<file path="config.mk">
export PLATFORM = sky130hd
export DESIGN_NAME = murmur64a_hash_engine_flat
export DESIGN_NICKNAME = d
export VERILOG_FILES = /design/src/rtl/core/mm64a_pkg.sv /design/src/rtl/core/mm64a_in_if.sv /design/src/rtl/core/mm64a_out_if.sv /design/src/rtl/core/mm64a_useq.sv /design/src/rtl/core/mm64a_dpath.sv /design/src/rtl/core/murmur64a_hash_engine.sv /design/src/flat_wrapper.sv
export SDC_FILE = /design/constraint.sdc
export NUM_CORES = 2
export LEC_CHECK = 0
export CORE_AREA = 3 3 286 288
export DETAILED_ROUTE_END_ITERATION = 12
export DIE_AREA = 0 0 289 291
export DONT_BUFFER_PORTS = 1
export PLACE_DENSITY_LB_ADDON = 0.2
export SYNTH_ARGS = -nofsm -noshare
export SYNTH_HDL_FRONTEND = slang
export SYNTH_SLANG_ARGS = --single-unit
</file>
<file path="constraint.sdc">
create_clock -name clk -period 21.1 [get_ports clk]
set_input_delay 4.22 -clock clk [delete_from_list [all_inputs] [get_ports clk]]
set_output_delay 4.22 -clock clk [all_outputs]
set_load 0.02 [all_outputs]
</file>
<file path="src/rtl/core/mm64a_pkg.sv">
// ----------------------------------------------------------------------------
// mm64a_pkg
// Shared types, constants and the microprogram of the MurmurHash64A engine.
// ----------------------------------------------------------------------------
package mm64a_pkg;

	localparam int WORD_W = 64;
	localparam int CNT_W  = 4;
	localparam int LEN_W  = 31;
	localparam int SEED_W = 32;
	localparam int PC_W   = 5;

	localparam logic [63:0] HASH_MUL = 64'hc6a4a7935bd1e995;
	localparam logic [31:0] MUL_LO   = HASH_MUL[31:0];
	localparam logic [31:0] MUL_HI   = HASH_MUL[63:32];
	localparam int          HASH_SHIFT = 47;

	// operand register sources
	localparam logic [2:0] X_HOLD  = 3'd0;
	localparam logic [2:0] X_LEN   = 3'd1;
	localparam logic [2:0] X_WORD  = 3'd2;
	localparam logic [2:0] X_ACCSH = 3'd3; // acc ^ (acc >> 47)
	localparam logic [2:0] X_HXACC = 3'd4; // h ^ acc
	localparam logic [2:0] X_HTAIL = 3'd5; // h ^ masked tail bytes
	localparam logic [2:0] X_HSH   = 3'd6; // h ^ (h >> 47)

	// partial product steps of x * HASH_MUL
	localparam logic [1:0] MUL_NONE = 2'd0;
	localparam logic [1:0] MUL_LL   = 2'd1; // acc  = xlo * mlo
	localparam logic [1:0] MUL_LH   = 2'd2; // acc += (xlo * mhi) << 32
	localparam logic [1:0] MUL_HL   = 2'd3; // acc += (xhi * mlo) << 32

	// running hash writes
	localparam logic [1:0] H_HOLD = 2'd0;
	localparam logic [1:0] H_INIT = 2'd1; // seed ^ acc
	localparam logic [1:0] H_ACC  = 2'd2;

	// jump conditions
	localparam logic [2:0] C_NEVER     = 3'd0;
	localparam logic [2:0] C_ALWAYS    = 3'd1;
	localparam logic [2:0] C_NOT_FIRST = 3'd2;
	localparam logic [2:0] C_CNT_ZERO  = 3'd3;
	localparam logic [2:0] C_PARTIAL   = 3'd4;
	localparam logic [2:0] C_NOT_LAST  = 3'd5;

	localparam logic [PC_W-1:0] LAST_STEP = 5'd26;

	typedef struct packed {
		logic [2:0]      x_sel;
		logic [1:0]      mul_op;
		logic [1:0]      h_sel;
		logic            out_ld;
		logic [2:0]      cond;
		logic [PC_W-1:0] target;
		logic            fin;
	} uword_t;

	typedef struct packed {
		logic first;
		logic last;
		logic cnt_zero;
		logic partial;
		logic out_full;
	} stat_t;

	function automatic uword_t uw(input logic [2:0] x_sel, input logic [1:0] mul_op,
			input logic [1:0] h_sel, input logic out_ld, input logic [2:0] cond,
			input logic [PC_W-1:0] target, input logic fin);
		uword_t w;
		w.x_sel  = x_sel;
		w.mul_op = mul_op;
		w.h_sel  = h_sel;
		w.out_ld = out_ld;
		w.cond   = cond;
		w.target = target;
		w.fin    = fin;
		return w;
	endfunction

	// Microprogram. Every 64-bit multiply by HASH_MUL is three partial steps.
	function automatic uword_t ucode(input logic [PC_W-1:0] pc);
		uword_t w;
		case (pc)
			5'd0:  w = uw(X_LEN,   MUL_NONE, H_HOLD, 1'b0, C_NOT_FIRST, 5'd5,  1'b0);
			5'd1:  w = uw(X_HOLD,  MUL_LL,   H_HOLD, 1'b0, C_NEVER,     5'd0,  1'b0);
			5'd2:  w = uw(X_HOLD,  MUL_LH,   H_HOLD, 1'b0, C_NEVER,     5'd0,  1'b0);
			5'd3:  w = uw(X_HOLD,  MUL_HL,   H_HOLD, 1'b0, C_NEVER,     5'd0,  1'b0);
			5'd4:  w = uw(X_HOLD,  MUL_NONE, H_INIT, 1'b0, C_NEVER,     5'd0,  1'b0);
			5'd5:  w = uw(X_WORD,  MUL_NONE, H_HOLD, 1'b0, C_CNT_ZERO,  5'd20, 1'b0);
			5'd6:  w = uw(X_HOLD,  MUL_NONE, H_HOLD, 1'b0, C_PARTIAL,   5'd15, 1'b0);
			5'd7:  w = uw(X_HOLD,  MUL_LL,   H_HOLD, 1'b0, C_NEVER,     5'd0,  1'b0);
			5'd8:  w = uw(X_HOLD,  MUL_LH,   H_HOLD, 1'b0, C_NEVER,     5'd0,  1'b0);
			5'd9:  w = uw(X_HOLD,  MUL_HL,   H_HOLD, 1'b0, C_NEVER,     5'd0,  1'b0);
			5'd10: w = uw(X_ACCSH, MUL_NONE, H_HOLD, 1'b0, C_NEVER,     5'd0,  1'b0);
			5'd11: w = uw(X_HOLD,  MUL_LL,   H_HOLD, 1'b0, C_NEVER,     5'd0,  1'b0);
			5'd12: w = uw(X_HOLD,  MUL_LH,   H_HOLD, 1'b0, C_NEVER,     5'd0,  1'b0);
			5'd13: w = uw(X_HOLD,  MUL_HL,   H_HOLD, 1'b0, C_NEVER,     5'd0,  1'b0);
			5'd14: w = uw(X_HXACC, MUL_NONE, H_HOLD, 1'b0, C_ALWAYS,    5'd16, 1'b0);
			5'd15: w = uw(X_HTAIL, MUL_NONE, H_HOLD, 1'b0, C_NEVER,     5'd0,  1'b0);
			5'd16: w = uw(X_HOLD,  MUL_LL,   H_HOLD, 1'b0, C_NEVER,     5'd0,  1'b0);
			5'd17: w = uw(X_HOLD,  MUL_LH,   H_HOLD, 1'b0, C_NEVER,     5'd0,  1'b0);
			5'd18: w = uw(X_HOLD,  MUL_HL,   H_HOLD, 1'b0, C_NEVER,     5'd0,  1'b0);
			5'd19: w = uw(X_HOLD,  MUL_NONE, H_ACC,  1'b0, C_NEVER,     5'd0,  1'b0);
			5'd20: w = uw(X_HOLD,  MUL_NONE, H_HOLD, 1'b0, C_NOT_LAST,  5'd26, 1'b0);
			5'd21: w = uw(X_HSH,   MUL_NONE, H_HOLD, 1'b0, C_NEVER,     5'd0,  1'b0);
			5'd22: w = uw(X_HOLD,  MUL_LL,   H_HOLD, 1'b0, C_NEVER,     5'd0,  1'b0);
			5'd23: w = uw(X_HOLD,  MUL_LH,   H_HOLD, 1'b0, C_NEVER,     5'd0,  1'b0);
			5'd24: w = uw(X_HOLD,  MUL_HL,   H_HOLD, 1'b0, C_NEVER,     5'd0,  1'b0);
			5'd25: w = uw(X_HOLD,  MUL_NONE, H_HOLD, 1'b1, C_NEVER,     5'd0,  1'b1);
			default: w = uw(X_HOLD, MUL_NONE, H_HOLD, 1'b0, C_NEVER,    5'd0,  1'b1);
		endcase
		return w;
	endfunction

	// low n bytes kept, n in 1..7
	function automatic logic [WORD_W-1:0] tail_mask(input logic [2:0] n);
		logic [WORD_W-1:0] m;
		m = '0;
		for (int i = 0; i < 8; i++) begin
			if (3'(i) < n) begin
				m[i*8 +: 8] = 8'hff;
			end
		end
		return m;
	endfunction

endpackage

</file>
<file path="src/rtl/core/mm64a_in_if.sv">
// ----------------------------------------------------------------------------
// mm64a_in_if
// Message word channel: valid/ready with one data word and its framing.
// ----------------------------------------------------------------------------
interface mm64a_in_if;
	import mm64a_pkg::*;

	logic              valid;
	logic              ready;
	logic [WORD_W-1:0] data_word;
	logic [CNT_W-1:0]  byte_count;
	logic              first_word;
	logic              last_word;
	logic [LEN_W-1:0]  message_length;

	modport source(output valid, data_word, byte_count, first_word, last_word,
		message_length, input ready);
	modport sink(input valid, data_word, byte_count, first_word, last_word,
		message_length, output ready);
endinterface

</file>
<file path="src/rtl/core/mm64a_out_if.sv">
// ----------------------------------------------------------------------------
// mm64a_out_if
// Hash result channel: valid/ready with the finalized 64-bit hash.
// ----------------------------------------------------------------------------
interface mm64a_out_if;
	import mm64a_pkg::*;

	logic              valid;
	logic              ready;
	logic [WORD_W-1:0] hash_value;

	modport source(output valid, hash_value, input ready);
	modport sink(input valid, hash_value, output ready);
endinterface

</file>
<file path="src/rtl/core/mm64a_useq.sv">
// ----------------------------------------------------------------------------
// mm64a_useq
// Microsequencer: step counter, control ROM and conditional jumps.
// ----------------------------------------------------------------------------
module mm64a_useq (
	input  logic               clk,
	input  logic               arst_n,
	input  logic               start,
	input  mm64a_pkg::stat_t   stat,
	output mm64a_pkg::uword_t  ctrl,
	output logic               busy
);
	import mm64a_pkg::*;

	logic [PC_W-1:0] pc_q;
	logic            busy_q;
	uword_t          word;
	logic            stall;
	logic            active;
	logic            taken;

	assign word   = ucode(pc_q);
	assign stall  = word.out_ld && stat.out_full;
	assign active = busy_q && !stall;
	assign ctrl   = active ? word : '0;
	assign busy   = busy_q;

	always_comb begin
		case (word.cond)
			C_NEVER:     taken = 1'b0;
			C_ALWAYS:    taken = 1'b1;
			C_NOT_FIRST: taken = !stat.first;
			C_CNT_ZERO:  taken = stat.cnt_zero;
			C_PARTIAL:   taken = stat.partial;
			C_NOT_LAST:  taken = !stat.last;
			default:     taken = 1'b0;
		endcase
	end

	always_ff @(posedge clk or negedge arst_n) begin
		if (!arst_n) begin
			pc_q   <= '0;
			busy_q <= 1'b0;
		end else if (start) begin
			pc_q   <= '0;
			busy_q <= 1'b1;
		end else if (active) begin
			if (taken) begin
				pc_q <= word.target;
			end else if (word.fin) begin
				busy_q <= 1'b0;
			end else begin
				pc_q <= pc_q + 1'b1;
			end
		end
	end

	a_start_idle: assert property (@(posedge clk) disable iff (!arst_n)
		start |-> !busy_q) else $error("transaction accepted while sequencer busy");

	a_pc_range: assert property (@(posedge clk) disable iff (!arst_n)
		busy_q |-> pc_q <= LAST_STEP) else $error("step counter left the program");

	a_fin_idle: assert property (@(posedge clk) disable iff (!arst_n)
		(ctrl.fin && !taken) |=> !busy_q) else $error("program end did not release");
endmodule

</file>
<file path="src/rtl/core/mm64a_dpath.sv">
// ----------------------------------------------------------------------------
// mm64a_dpath
// Datapath: item latch, seed, running hash, one 32x32 multiplier with a
// 64-bit accumulator, operand register and the result register.
// ----------------------------------------------------------------------------
module mm64a_dpath (
	input  logic                        clk,
	input  logic                        arst_n,
	input  logic                        start,
	input  logic [mm64a_pkg::WORD_W-1:0] word_in,
	input  logic [mm64a_pkg::CNT_W-1:0]  cnt_in,
	input  logic                        first_in,
	input  logic                        last_in,
	input  logic [mm64a_pkg::LEN_W-1:0]  len_in,
	input  logic                        cfg_we,
	input  logic [mm64a_pkg::SEED_W-1:0] cfg_wdata,
	input  mm64a_pkg::uword_t           ctrl,
	output mm64a_pkg::stat_t            stat,
	mm64a_out_if.source                 out_ch
);
	import mm64a_pkg::*;

	logic [WORD_W-1:0] word_q;
	logic [CNT_W-1:0]  cnt_q;
	logic              first_q;
	logic              last_q;
	logic [LEN_W-1:0]  len_q;
	logic [SEED_W-1:0] seed_q;
	logic [WORD_W-1:0] h_q;
	logic [WORD_W-1:0] x_q;
	logic [WORD_W-1:0] acc_q;
	logic [WORD_W-1:0] out_q;
	logic              out_valid_q;

	logic [31:0]       mul_a;
	logic [31:0]       mul_b;
	logic [63:0]       prod;

	assign stat.first    = first_q;
	assign stat.last     = last_q;
	assign stat.cnt_zero = (cnt_q == '0);
	assign stat.partial  = (cnt_q != '0) && !cnt_q[3];
	assign stat.out_full = out_valid_q && !out_ch.ready;

	assign out_ch.valid      = out_valid_q;
	assign out_ch.hash_value = out_q;

	assign mul_a = (ctrl.mul_op == MUL_HL) ? x_q[63:32] : x_q[31:0];
	assign mul_b = (ctrl.mul_op == MUL_LH) ? MUL_HI : MUL_LO;
	assign prod  = {32'd0, mul_a} * {32'd0, mul_b};

	always_ff @(posedge clk) begin
		if (start) begin
			word_q  <= word_in;
			cnt_q   <= cnt_in;
			first_q <= first_in;
			last_q  <= last_in;
			len_q   <= len_in;
		end

		case (ctrl.mul_op)
			MUL_LL:  acc_q <= prod;
			MUL_LH,
			MUL_HL:  acc_q[63:32] <= acc_q[63:32] + prod[31:0];
			default: acc_q <= acc_q;
		endcase

		case (ctrl.x_sel)
			X_LEN:   x_q <= {{(WORD_W-LEN_W){1'b0}}, len_q};
			X_WORD:  x_q <= word_q;
			X_ACCSH: x_q <= acc_q ^ (acc_q >> HASH_SHIFT);
			X_HXACC: x_q <= h_q ^ acc_q;
			X_HTAIL: x_q <= h_q ^ (word_q & tail_mask(cnt_q[2:0]));
			X_HSH:   x_q <= h_q ^ (h_q >> HASH_SHIFT);
			default: x_q <= x_q;
		endcase

		if (ctrl.out_ld) begin
			out_q <= acc_q ^ (acc_q >> HASH_SHIFT);
		end
	end

	always_ff @(posedge clk or negedge arst_n) begin
		if (!arst_n) begin
			seed_q      <= '0;
			h_q         <= '0;
			out_valid_q <= 1'b0;
		end else begin
			if (cfg_we) begin
				seed_q <= cfg_wdata;
			end
			case (ctrl.h_sel)
				H_INIT:  h_q <= {{(WORD_W-SEED_W){1'b0}}, seed_q} ^ acc_q;
				H_ACC:   h_q <= acc_q;
				default: h_q <= h_q;
			endcase
			if (ctrl.out_ld) begin
				out_valid_q <= 1'b1;
			end else if (out_ch.ready) begin
				out_valid_q <= 1'b0;
			end
		end
	end

	a_no_overwrite: assert property (@(posedge clk) disable iff (!arst_n)
		ctrl.out_ld |-> !(out_valid_q && !out_ch.ready))
		else $error("result register overwritten before transaction");

	a_out_source: assert property (@(posedge clk) disable iff (!arst_n)
		$rose(out_valid_q) |-> $past(ctrl.out_ld))
		else $error("result valid without a load step");
endmodule

</file>
<file path="src/rtl/core/murmur64a_hash_engine.sv">
// After acceptance an empty word, a tail and a full word each take their own microcode
// path; a first word adds the length multiply, a last word the finalize multiply. The
// hash is registered by the last step, which stalls while the result is untaken. A new
// item waits until idle; one 32x32 multiplier does each 64-bit multiply in 3 microsteps.
// Reset (arst_n low): sequencer idle, seed and running hash cleared, no result held.
// ----------------------------------------------------------------------------
// murmur64a_hash_engine
// MurmurHash64A over a stream of little-endian 64-bit words, microcoded.
// ----------------------------------------------------------------------------
module murmur64a_hash_engine (
	input  logic                         clk,
	input  logic                         arst_n,
	input  logic                         cfg_we,
	input  logic [mm64a_pkg::SEED_W-1:0] cfg_wdata,
	mm64a_in_if.sink                     in_ch,
	mm64a_out_if.source                  out_ch
);
	import mm64a_pkg::*;

	logic   busy;
	logic   start;
	uword_t ctrl;
	stat_t  stat;

	assign in_ch.ready = !busy;
	assign start       = in_ch.valid && !busy;

	mm64a_useq u_useq (
		.clk    (clk),
		.arst_n (arst_n),
		.start  (start),
		.stat   (stat),
		.ctrl   (ctrl),
		.busy   (busy)
	);

	mm64a_dpath u_dpath (
		.clk       (clk),
		.arst_n    (arst_n),
		.start     (start),
		.word_in   (in_ch.data_word),
		.cnt_in    (in_ch.byte_count),
		.first_in  (in_ch.first_word),
		.last_in   (in_ch.last_word),
		.len_in    (in_ch.message_length),
		.cfg_we    (cfg_we),
		.cfg_wdata (cfg_wdata),
		.ctrl      (ctrl),
		.stat      (stat),
		.out_ch    (out_ch)
	);
endmodule
</file>
<file path="src/flat_wrapper.sv">
// flat-port wrapper written by rule: the top's interface ports become plain ports
module murmur64a_hash_engine_flat import mm64a_pkg::*;
  (clk, arst_n, cfg_we, cfg_wdata, in_ch_valid, in_ch_data_word, in_ch_byte_count, in_ch_first_word, in_ch_last_word, in_ch_message_length, in_ch_ready, out_ch_valid, out_ch_hash_value, out_ch_ready);
  mm64a_in_if in_ch_i ();
  mm64a_out_if out_ch_i ();
  input  logic clk;
  input  logic arst_n;
  input  logic cfg_we;
  input  logic [mm64a_pkg::SEED_W-1:0] cfg_wdata;
  input wire logic [$bits(in_ch_i.valid)-1:0] in_ch_valid;
  input wire logic [$bits(in_ch_i.data_word)-1:0] in_ch_data_word;
  input wire logic [$bits(in_ch_i.byte_count)-1:0] in_ch_byte_count;
  input wire logic [$bits(in_ch_i.first_word)-1:0] in_ch_first_word;
  input wire logic [$bits(in_ch_i.last_word)-1:0] in_ch_last_word;
  input wire logic [$bits(in_ch_i.message_length)-1:0] in_ch_message_length;
  output wire logic [$bits(in_ch_i.ready)-1:0] in_ch_ready;
  output wire logic [$bits(out_ch_i.valid)-1:0] out_ch_valid;
  output wire logic [$bits(out_ch_i.hash_value)-1:0] out_ch_hash_value;
  input wire logic [$bits(out_ch_i.ready)-1:0] out_ch_ready;
  assign in_ch_i.valid = in_ch_valid;
  assign in_ch_i.data_word = in_ch_data_word;
  assign in_ch_i.byte_count = in_ch_byte_count;
  assign in_ch_i.first_word = in_ch_first_word;
  assign in_ch_i.last_word = in_ch_last_word;
  assign in_ch_i.message_length = in_ch_message_length;
  assign in_ch_ready = in_ch_i.ready;
  assign out_ch_valid = out_ch_i.valid;
  assign out_ch_hash_value = out_ch_i.hash_value;
  assign out_ch_i.ready = out_ch_ready;
  murmur64a_hash_engine u_core (.clk(clk), .arst_n(arst_n), .cfg_we(cfg_we), .cfg_wdata(cfg_wdata), .in_ch(in_ch_i), .out_ch(out_ch_i));
endmodule
</file>
==> summary.json <==
{
  "logic_synthesis": {
    "yosysWarnings": 0,
    "synth_seq_area_share_pct": 26.1,
    "syn_avg_cell_area_um2": 10.5,
    "synth_cells": 4137,
    "synth.distinct_cells": 93,
    "synth_seq_cells": 396,
    "async_set_or_reset_register_ratio_after_synthesis_pct": 26.0,
    "synth-edff-count": 293,
    "synth_ff_type": "edfxtp_1",
    "synth_area_um2": 43600
  },
  "place": {
    "io_buffers": 0,
    "gp_congestion": 0.997,
    "dp_hpwl_mm": 115,
    "placed_cells_incl_taps": 5064
  },
  "sta": {
    "setup-tns-final_ns": 0,
    "fin_hold_ws_ns": 0.497,
    "rsz0062_at_grt": "no",
    "timing.fmax_ghz": 0.0679,
    "timing.final.crit_share_pct": 69.8,
    "slew_headroom_pct": 21.9,
    "period_needed_ns": 14.73,
    "worst_slew_pin_slew_ns": 1.17,
    "hold_viol_final": 0,
    "timing.final.setup_violations": 0,
    "finalClockSkew_ns": 0.0339,
    "final-max-slew-violation-count": 0
  },
  "routing": {
    "detail_route.drc_violations": 0,
    "drtPass1Iterations": 6,
    "wl_met2_mm": 63.5,
    "wl_mm": 139,
    "post_dr_vias_cell": 5.99,
    "1st_iter_drt_viols": 3450,
    "avgRoutedWirePerCell_um": 27.0,
    "maxUsedRoutingLayer": "met5",
    "routedLengthMet1_mm": 57.0,
    "vias": 30852,
    "wl_met3_mm": 13.4,
    "drtAntennaViolNets": 0
  },
  "cells_and_area": {
    "final_nets": 5246,
    "final_common_cell": "inv_1",
    "drive_above_1_share_pct": 5.92,
    "finish.cell_count_without_fillers": 5150,
    "finalCoreUtilization_pct": 58.1,
    "leading_cell_types_in_the_layout_fill_and_taps_excluded": "782 x inv_1, 607 x fa_1, 444 x ha_1, 293 x edfxtp_1",
    "layout_area_overhead_pct": 5.48
  },
  "grt": {
    "grt_first_pass_wirelength_mm": 207,
    "grt.total_usage_pct": 33.6,
    "grt_start_max_net_pins": 104,
    "grt_pass1_vias": 31269,
    "antenna_found_initial": 15,
    "grt_remaining_overflow": 0
  },
  "floorplanning": {
    "start_util_pct": 55.1,
    "fp-row-count": 103,
    "die-height_um": 291,
    "die_x_um": 289,
    "top_level_ports": 204,
    "die_area_um2": 84100,
    "core_region_area_um2": 79100
  },
  "worst_setup_path": {
    "startpoint": "out_ch_ready",
    "criticalPathCategory": "input port to flip-flop",
    "path_max_fanout": 34,
    "rrSetupSlack_ns": 9.06,
    "timing.critical_path.buf_inv": 9,
    "cp_data_required_time_ns": 21.40,
    "critical-path-top-delay-family": "adder cells",
    "rr_startpoint": "u_core.u_useq.pc_q[1]$_DFFE_PN0P_",
    "worst_r2r_endpoint": "u_core.u_dpath.acc_q[62]$_DFFE_PP_",
    "critical-path-top-cell-by-count": "inv_1",
    "critical_path_cell_count": 44,
    "critical_path_arrival_ns": 15.03,
    "timing.reg2reg.worst_path_depth": 46,
    "timing.critical_path.to_type": "flip-flop",
    "launching_element_type_of_the_critical_path": "input port",
    "worst_path_largest_cell_delay_ns": 0.61,
    "critical_path.slowest_cell": "buf_4"
  },
  "cts": {
    "post_cts_resize_count": 0,
    "numCtsBuffers": 40,
    "cts-root-buf": "clkbuf_16",
    "cts.sink_count": 396,
    "post_cts.repair.setup_buffers": 0,
    "cts.hold.buffers_added": 0,
    "clk_pin_slew_worst_paths_ns": 0.06,
    "tritoncts": "built",
    "cts-htree-levels": 2,
    "worstSkewPairLatency_ns": 0.59,
    "cts-root-to-sink-buffers": 3
  },
  "worst_hold_path": {
    "end_point_of_the_worst_hold_path": "u_core.u_dpath.seed_q[19]$_DFFE_PN0P_",
    "hold_path.class": "flip-flop to flip-flop",
    "hold-path-cell-count": 1,
    "timing.hold.worst.start": "u_core.u_dpath.seed_q[19]$_DFFE_PN0P_"
  },
  "run": {
    "maxCapViolCount": 0
  },
  "outcome": {
    "status": "finished clean"
  }
}
[area by class of cell]
type	instances	area (um2)
clock buffers	51	1130
fillers	6834	33200
clock inverters	23	269
flip-flops and latches	396	11400
diodes	12	30.0
inverters	792	2980
repair buffers	25	188
multi-input cells	2801	28700
well taps	1050	1310
[flip-flops by register name (all words and copies together), names as in the netlist]
| name | flops |
|---|---|
| u_core.u_dpath.acc_q | 64 |
| u_core.u_dpath.h_q | 64 |
| u_core.u_dpath.out_ch.hash_value | 64 |
| u_core.u_dpath.word_q | 64 |
| u_core.u_dpath.x_q | 64 |
| u_core.u_dpath.seed_q | 32 |
| u_core.u_dpath.len_q | 31 |
| u_core.u_useq.pc_q | 5 |
| u_core.u_dpath.cnt_q | 4 |
| u_core.u_dpath.first_q | 1 |
| u_core.u_dpath.last_q | 1 |
| u_core.u_dpath.out_ch.valid | 1 |
| u_core.u_useq.busy | 1 |
[cell families (layout without fill, tap and decap cells)]
logic type,count (synthesis),count (layout),synth area share [%]
and+or+nand+nor,694,694,7.26
muxes,121,121,3.10
xor gates and xnor gates,177,177,3.59
DFF,396,396,26.1
adders and majority gates,1052,1052,40.7
AOI/OAI and AO/OA,752,752,11.0
buffers and inverters,943,891,8.23
other,2,17,0.0172
[how the worst max path moves through the flow]
stage,endpoint
2_1_floorplan,u_core.u_dpath.acc_q[62]$_DFFE_PP_
3_3_place_gp,u_core.u_dpath.acc_q[62]$_DFFE_PP_
3_5_place_dp,u_core.u_dpath.acc_q[62]$_DFFE_PP_
4_1_cts,u_core.u_dpath.acc_q[62]$_DFFE_PP_
5_1_grt,u_core.u_dpath.acc_q[62]$_DFFE_PP_
6_report,u_core.u_dpath.acc_q[62]$_DFFE_PP_
[through the flow]
stage	instance area [um2]	setup WS, ns
finish	46000	6.37
global route	46000	5.80
CTS	45900	6.43
detailed placement	44500	5.92
global placement	44500	6.04
floorplan	43600	7.39
[metal layers]
layer  vias to the layer above  global-route usage (%)
li1                      13494                       -
met1                     15534                    48.0
met2                      1572                    51.4
met3                       248                    7.35
met4                         4                    10.6
met5                         -                       0
[cell usage after synthesis, types with 19 or more instances]
master	number	share of area [%]
nand2_1	237	2.0
ha_1	445	13
fa_1	607	28
and3_1	19	0.27
edfxtp_1	293	20
inv_1	783	6.7
xnor2_1	130	2.6
mux2i_1	42	0.96
nor2_1	234	2.0
clkbuf_1	117	1.0
o21bai_1	21	0.36
o211ai_1	29	0.50
mux2_2	73	1.9
nand3_1	38	0.44
dfrtp_1	103	5.9
a21o_1	52	0.90
nor2b_1	46	0.66
o21ai_0	205	2.4
xor2_1	46	0.92
nor3_1	20	0.23
a22oi_1	27	0.47
o221ai_1	19	0.38
nand4_1	21	0.30
o21a_1	21	0.36
a21oi_1	236	2.7
Power is left out: the tool's default activity adds up to more than one toggle a clock period on the data nets, which glitch-free logic cannot reach.
